==> config.mk <==
export PLATFORM = sky130hd
export DESIGN_NAME = rsa_block_modexp
export DESIGN_NICKNAME = d
export VERILOG_FILES = /design/src/sv/rbm_pkg.sv /design/src/sv/rbm_cell.sv /design/src/sv/rbm_chain.sv /design/src/sv/rsa_block_modexp.sv
export SDC_FILE = /design/constraint.sdc
export NUM_CORES = 1
export LEC_CHECK = 0
export BUFFER_PORTS_ARGS = -buffer_cell sky130_fd_sc_hd__buf_2
export CAP_MARGIN = 15
export CORE_ASPECT_RATIO = 1.1
export CORE_UTILIZATION = 60
export CTS_CLUSTER_SIZE = 20
export DETAILED_ROUTE_END_ITERATION = 8
export PLACE_DENSITY = 0.82
export REMOVE_ABC_BUFFERS = 1
export SLEW_MARGIN = 40
export SYNTH_ARGS = -nofsm -noshare
export SYNTH_HDL_FRONTEND = slang
export SYNTH_SLANG_ARGS = --single-unit
==> constraint.sdc <==
create_clock -name i_clk -period 29.8 [get_ports i_clk]
set_clock_uncertainty 0.15 [all_clocks]
set_input_delay 5.96 -clock i_clk [delete_from_list [all_inputs] [get_ports i_clk]]
set_output_delay 5.96 -clock i_clk [all_outputs]
set_load 0.03 [all_outputs]
==> src/sv/rbm_pkg.sv <==
// rbm_pkg: shared constants and types for the RSA modular exponentiation block.
// No dependencies.
package rbm_pkg;
    localparam int unsigned CFG_BITS = 32;
    localparam int unsigned EXP_BITS = 32;
    // register indexes
    localparam logic REG_MODULUS  = 1'b0;
    localparam logic REG_EXPONENT = 1'b1;
    // cell control, shared by every cell of the chain
    typedef struct packed {
        logic clr;   // start a new multiply: clear partial result
        logic dbl;   // double phase: r = 2r mod m
        logic add;   // add phase: r = r + a mod m
    } t_cell_ctl;
endpackage

==> src/sv/rbm_cell.sv <==
// rbm_cell: one bit slice of the modular add chain; ripples carry and borrow.
// No dependencies.
module rbm_cell (
    input  logic i_r,        // partial result bit
    input  logic i_y,        // addend bit
    input  logic i_g,        // modulus bit
    input  logic i_c,        // carry in of r + y
    input  logic i_b,        // borrow in of (r + y) - m
    output logic o_s,        // sum bit
    output logic o_c,
    output logic o_d,        // difference bit
    output logic o_b
);
    logic s;
    assign s   = i_r ^ i_y ^ i_c;
    assign o_c = (i_r & i_y) | (i_c & (i_r ^ i_y));
    assign o_s = s;
    assign o_d = s ^ i_g ^ i_b;
    assign o_b = (~s & i_g) | (~(s ^ i_g) & i_b);
endmodule

==> src/sv/rbm_chain.sv <==
// rbm_chain: row of rbm_cell slices holding partial result r, does r = (r + y) mod m.
// Depends on rbm_pkg, rbm_cell.
module rbm_chain #(
    parameter int unsigned W = 32
) (
    input  logic              i_clk,
    input  rbm_pkg::t_cell_ctl i_ctl,
    input  logic [W-1:0]      i_a,
    input  logic [W-1:0]      i_m,
    output logic [W-1:0]      o_r
);
    logic [W-1:0] r_r, n_r, y, s, d;
    logic [W:0]   c, b;
    assign y = i_ctl.dbl ? r_r : i_a;
    assign c[0] = 1'b0;
    assign b[0] = 1'b0;
    for (genvar k = 0; k < W; k++) begin : g_cell
        rbm_cell u_cell (
            .i_r(r_r[k]), .i_y(y[k]), .i_g(i_m[k]), .i_c(c[k]), .i_b(b[k]),
            .o_s(s[k]), .o_c(c[k+1]), .o_d(d[k]), .o_b(b[k+1])
        );
    end
    // sum >= m when carry out or no borrow out
    always_comb begin
        n_r = r_r;
        if (i_ctl.clr) begin
            n_r = '0;
        end else if (i_ctl.dbl || i_ctl.add) begin
            n_r = (c[W] || !b[W]) ? d : s;
        end
    end
    always_ff @(posedge i_clk) begin
        r_r <= n_r;
    end
    assign o_r = r_r;
endmodule

==> src/sv/rsa_block_modexp.sv <==
// rsa_block_modexp: block^exponent mod modulus, square-and-multiply over a
// bit-slice chain. Range error: result word valid in the cycle after the input
// word is taken. Else (32 + ones(exponent)) modular multiplies, each a clear
// step, a double and an add step per multiplier bit and a done step. One word
// at a time; a new input word can be taken from the cycle after the result leaves.
// Reset (synchronous, i_rst_n low): modulus=1, exponent=1, idle, no output held.
module rsa_block_modexp #(
    parameter int unsigned MODULUS_BITS = 32
) (
    input  logic        i_clk,
    input  logic        i_rst_n,
    input  logic        psel,
    input  logic        penable,
    input  logic        pwrite,
    input  logic [2:0]  paddr,
    input  logic [31:0] pwdata,
    output logic [31:0] prdata,
    output logic        pready,
    input  logic        i_valid,
    output logic        o_ready,
    input  logic [31:0] i_message_block,
    output logic        o_valid,
    input  logic        i_ready,
    output logic [31:0] o_result_block,
    output logic        o_range_error
);
    localparam int unsigned W  = MODULUS_BITS;
    localparam int unsigned BW = $clog2(W);
    localparam int unsigned EW = $clog2(rbm_pkg::EXP_BITS);
    localparam int unsigned CW = (W < 32) ? W : 32;

    localparam logic [2:0] S_IDLE = 3'd0;
    localparam logic [2:0] S_SQ   = 3'd1;   // acc = acc*acc
    localparam logic [2:0] S_MUL  = 3'd2;   // acc = acc*base
    localparam logic [2:0] S_DONE = 3'd3;

    logic [31:0] r_modulus, r_exponent;
    logic [2:0]  r_state;
    logic [W-1:0] r_acc, r_base, m_w, r_mb;
    logic [EW-1:0] r_ebit;
    logic [BW-1:0] r_bit;
    logic        r_phase;   // 0 double, 1 add
    logic        r_first;   // clear cycle pending
    logic        r_is_mul;  // current multiply is acc*base
    logic        r_ovalid;
    logic [31:0] r_res;
    logic        r_err;
    logic [W-1:0] in_w, prod;
    rbm_pkg::t_cell_ctl ctl;

    // config port
    assign pready = 1'b1;
    always_comb begin
        case (paddr[2])
            rbm_pkg::REG_MODULUS:  prdata = r_modulus;
            default:               prdata = r_exponent;
        endcase
    end
    always_ff @(posedge i_clk) begin
        if (!i_rst_n) begin
            r_modulus  <= 32'd1;
            r_exponent <= 32'd1;
        end else if (psel && penable && pwrite && paddr[1:0] == 2'b00) begin
            case (paddr[2])
                rbm_pkg::REG_MODULUS:  r_modulus  <= pwdata;
                default:               r_exponent <= pwdata;
            endcase
        end
    end

    // datapath width cut or extend
    always_comb begin
        m_w  = '0;
        in_w = '0;
        m_w[CW-1:0]  = r_modulus[CW-1:0];
        in_w[CW-1:0] = i_message_block[CW-1:0];
    end

    // multiplicand is acc for square, base for multiply; multiplier bits walk r_mb
    always_comb begin
        ctl.clr = r_first;
        ctl.dbl = !r_first && !r_phase && (r_state == S_SQ || r_state == S_MUL);
        ctl.add = !r_first && r_phase && r_mb[r_bit];
    end

    rbm_chain #(.W(W)) u_chain (
        .i_clk(i_clk), .i_ctl(ctl),
        .i_a(r_state == S_MUL ? r_base : r_acc),
        .i_m(m_w), .o_r(prod)
    );

    assign o_ready = (r_state == S_IDLE) && !r_ovalid;
    assign o_valid = r_ovalid;
    assign o_result_block = r_res;
    assign o_range_error  = r_err;

    always_ff @(posedge i_clk) begin
        if (!i_rst_n) begin
            r_state  <= S_IDLE;
            r_ovalid <= 1'b0;
            r_first  <= 1'b0;
            r_phase  <= 1'b0;
        end else begin
            if (r_ovalid && i_ready) r_ovalid <= 1'b0;
            case (r_state)
                S_IDLE: begin
                    if (i_valid && o_ready) begin
                        if (m_w == '0 || in_w >= m_w) begin
                            r_res    <= '0;
                            r_err    <= 1'b1;
                            r_ovalid <= 1'b1;
                        end else begin
                            r_base  <= in_w;
                            r_acc   <= (m_w == W'(1)) ? '0 : W'(1);
                            r_ebit  <= EW'(rbm_pkg::EXP_BITS - 1);
                            r_state <= S_SQ;
                            r_first <= 1'b1;
                            r_phase <= 1'b0;
                        end
                    end
                end
                S_SQ, S_MUL: begin
                    if (r_first) begin
                        r_first  <= 1'b0;
                        r_phase  <= 1'b0;
                        r_bit    <= BW'(W - 1);
                        r_mb     <= r_acc;   // multiplier is acc in both cases
                        r_is_mul <= (r_state == S_MUL);
                    end else if (!r_phase) begin
                        r_phase <= 1'b1;
                    end else begin
                        r_phase <= 1'b0;
                        if (r_bit != '0) begin
                            r_bit <= r_bit - BW'(1);
                        end else begin
                            r_state <= S_DONE;
                        end
                    end
                end
                S_DONE: begin
                    // prod holds the finished product
                    r_acc <= prod;
                    if (!r_is_mul && r_exponent[r_ebit]) begin
                        // square done, exponent bit set: multiply by base
                        r_state <= S_MUL;
                        r_first <= 1'b1;
                    end else if (r_ebit != '0) begin
                        r_ebit  <= r_ebit - EW'(1);
                        r_state <= S_SQ;
                        r_first <= 1'b1;
                    end else begin
                        r_state  <= S_IDLE;
                        r_res    <= 32'(prod);
                        r_err    <= 1'b0;
                        r_ovalid <= 1'b1;
                    end
                end
                default: r_state <= S_IDLE;
            endcase
        end
    end
endmodule
==> reports/summary.txt <==
Status: finished, final reports clean
GP Congestion: 0.8957
DRC viols: 0
Number of cells on the worst hold path: 0
Post-synth top flop: edfxtp_1
Hold EP: r_mb[14]
HPWL Detailed: 22600 um
Share of layout cells above drive strength 1: 19.97%
Critical Path End Type: register
Setup repair bufs after CTS: 0
Slowest cell delay on critical path: 0.52 ns
Startpoint types: register
Hold Crit Start: r_acc[14]
CTS Buf Count: 24
Final hold vios: 0
Max-Cap Viols: 0
Commonest non-fill, non-tap cell in the layout: nand2_1
Commonest cells after routing, fill and taps aside: nand2_1, edfxtp_1, buf_2
Crit share post-route: 57.89%
EDFF count, synth: 140
Pwr dens: 82.36 nW/um^2
Worst vdd ir: 49.62 uV
Avg WL per Cell: 20.47 um
Die Span Y: 153.4 um
Routed vias/inst: 5.979
R2R depth: 44
# diodes: 0
Routed Antenna Nets: 0
I/O Buffers: 140
Tmin final: 17.25 ns
Worst path required time: 30.04 ns
Filler Cell Count: 1485
Sink Count: 241
Yosys cell types: 53
Pleak: 0.005169 uW
All-Layer GR Usage: 30.31%
Detailed Route WL: 31490 um
R2r endpoint: u_chain.o_r[0]
Max Clk Rate: 57.97 MHz
Final setup TNS: 0 ns
H-tree depth: 1
Clock root cell: clkbuf_16
Cts hold-fix bufs: 0
CTS tree: yes
Iter 0 DRT Violations: 882
Synth Area per Inst: 10.84 sq um
Synthesis-to-finish area growth: 13.83%
Max Buffers Root-to-Sink: 3
Clk Latency, worst-skew pair: 0.52 ns
Post-cts gate resize count: 0
Synth Register Bits: 241
Critical path type: reg2reg
Pins Over Slew Limit: 0
Slowest CP cell: ha_2
Vias: 9195
Initial Util: 60.99%
Highest net fanout along the worst path: 36
Initial antenna violation count: 1
Layout Utilization: 69.42%
CP dominant cell by count: fa_1
First-pass GRT wire length: 49540 um
Endpoints failing setup: 0
DRT Pass-1 Iters: 5
Asr flop ratio synth: 0%
Clock slew at reported path FFs: 0.07 ns
Global route overflow: 0
Worst R2R Start: r_state[0]
Syn Inst Count: 1154
FP Rows: 55
Worst hold path type: reg2reg
Slack of the worst reg-to-reg path: 12.55 ns
Synthesized area: 12510 sq um
Die area: 21430 sq um
Actual slew at the worst max-slew pin: 0.8273 ns
Nets: 1442
Yosys warns: 0
RSZ-0062 raised after global routing: no
Die Wd: 139.7 um
Largest net degree at the start of global routing: 68
Slew margin rel.: 44.84%
Post-synthesis sequential area ratio: 49.78%
Arrival @ worst endpoint: 17.49 ns
Hold WS: 0.3062 ns
I/O Pins: 142
Number of global-route vias before repair: 9134
Core box area: 20510 sq um
[cell families (layout without fill, tap and decap cells)]
kind of cell	count (synthesis)	in the layout	synth area share, %
AOI/OAI and AO/OA	217	217	11.88
buffers and inverters	126	254	4.112
muxes	57	57	6.172
other	1	1	0.02998
DFF	241	241	49.78
and+or+nand+nor	405	405	13.72
adders and majority gates	103	103	14.03
xor gates and xnor gates	4	4	0.2801
[area by class of cell]
| type | count | area [sq um] | share of cell area (%) |
|---|---|---|---|
| clock inverter | 11 | 136.4 | 0.9580 |
| clock buffer | 32 | 693.2 | 4.869 |
| tap | 256 | 320.3 | 2.250 |
| sequential | 241 | 6227 | 43.74 |
| timing repair buffer | 156 | 827.0 | 5.809 |
| inverter | 55 | 206.4 | 1.450 |
| multi-input combinational | 787 | 5826 | 40.92 |
[per-layer routing]
| layer | vias up | global-route usage, % | part of all wire (%) |
|---|---|---|---|
| met4 | 2 | 12.93 | 4.2 |
| met5 | - | 0 | 0.035 |
| li1 | 4229 | - | - |
| met3 | 87 | 5.482 | 8.2 |
| met2 | 446 | 48.58 | 47 |
| met1 | 4431 | 40.83 | 40 |
[per-stage QoR]
stage | instance area [sq um] | instances | power [uW] | worst slack, ns
global placement | 13360 | 1493 | 834.0 | 12.59
floorplan | 12200 | 1083 | 756.8 | 9.900
CTS | 14210 | 1536 | 1172 | 12.50
detailed placement | 13380 | 1493 | 856.5 | 12.55
global route | 14240 | 1538 | 1245 | 11.90
finish | 14240 | 1538 | 1173 | 12.55
[critical path: cells and delay by family, from the launching register on]
family	cells	cell delay [ns]
compound gates	3	0.60
flops	1	0.33
buf+inv	5	0.99
fa+ha+maj	34	14.65
simple gates	1	0.16
mux	1	0.15
[cell usage after synthesis (all sizes together), types with 2 or more instances]
cell,number,share of area (%)
and3,3,0.15
and2,30,1.5
nand3b,3,0.18
a311oi,29,3.4
ha,41,4.1
o21ai,72,2.9
xnor2,4,0.28
nor2,53,1.6
a2111oi,2,0.14
nor3b,2,0.12
buf,17,0.84
a221o,2,0.16
a21o,3,0.18
inv,54,1.6
nand4,5,0.25
mux4,16,2.9
nor3,6,0.24
nand2b,6,0.30
dfxtp,101,16
edfxtp,140,34
a211oi,2,0.12
a21oi,83,3.3
o311ai,2,0.14
nor2b,6,0.30
nand3,6,0.24
fa,62,9.9
a31oi,4,0.20
nand2,272,8.2
o31ai,5,0.50
mux2i,40,3.2
o211a,2,0.16
o21a,3,0.18
nor4,9,0.45
clkbuf,54,1.6
o211ai,2,0.12
o21bai,2,0.12
[worst max path at each step]
stage,startpoint,to,slack [ns],depth (start not counted)
floorplan,r_first,u_chain.o_r[1],9.90,41
global placement,r_state[0],u_chain.o_r[29],12.59,46
detailed placement,r_state[1],u_chain.o_r[10],12.55,44
CTS,r_state[1],u_chain.o_r[29],12.50,46
global route,r_state[0],u_chain.o_r[30],11.90,46
finish,r_state[0],u_chain.o_r[0],12.55,44
[report_power, final]
group	leakage, uW	internal, uW	total, uW	switching, uW
Combinational	0.00267	168	431	263
Sequential	0.00210	395	425	30.1
Clock	0.000401	189	316	127
[sequential cells by signal (all words and copies together) (netlist names)]
| name | cells |
|---|---|
| r_mb | 32 |
| r_state | 2 |
| u_chain.o_r | 32 |
| r_first | 1 |
| r_ebit | 5 |
| r_base | 32 |
| o_valid | 1 |
| r_phase | 1 |
| r_exponent | 32 |
| r_is_mul | 1 |
| m_w | 32 |
| r_acc | 32 |
| o_range_error | 1 |
| o_result_block | 32 |
| r_bit | 5 |
Power figures use the tool's default switching activity.
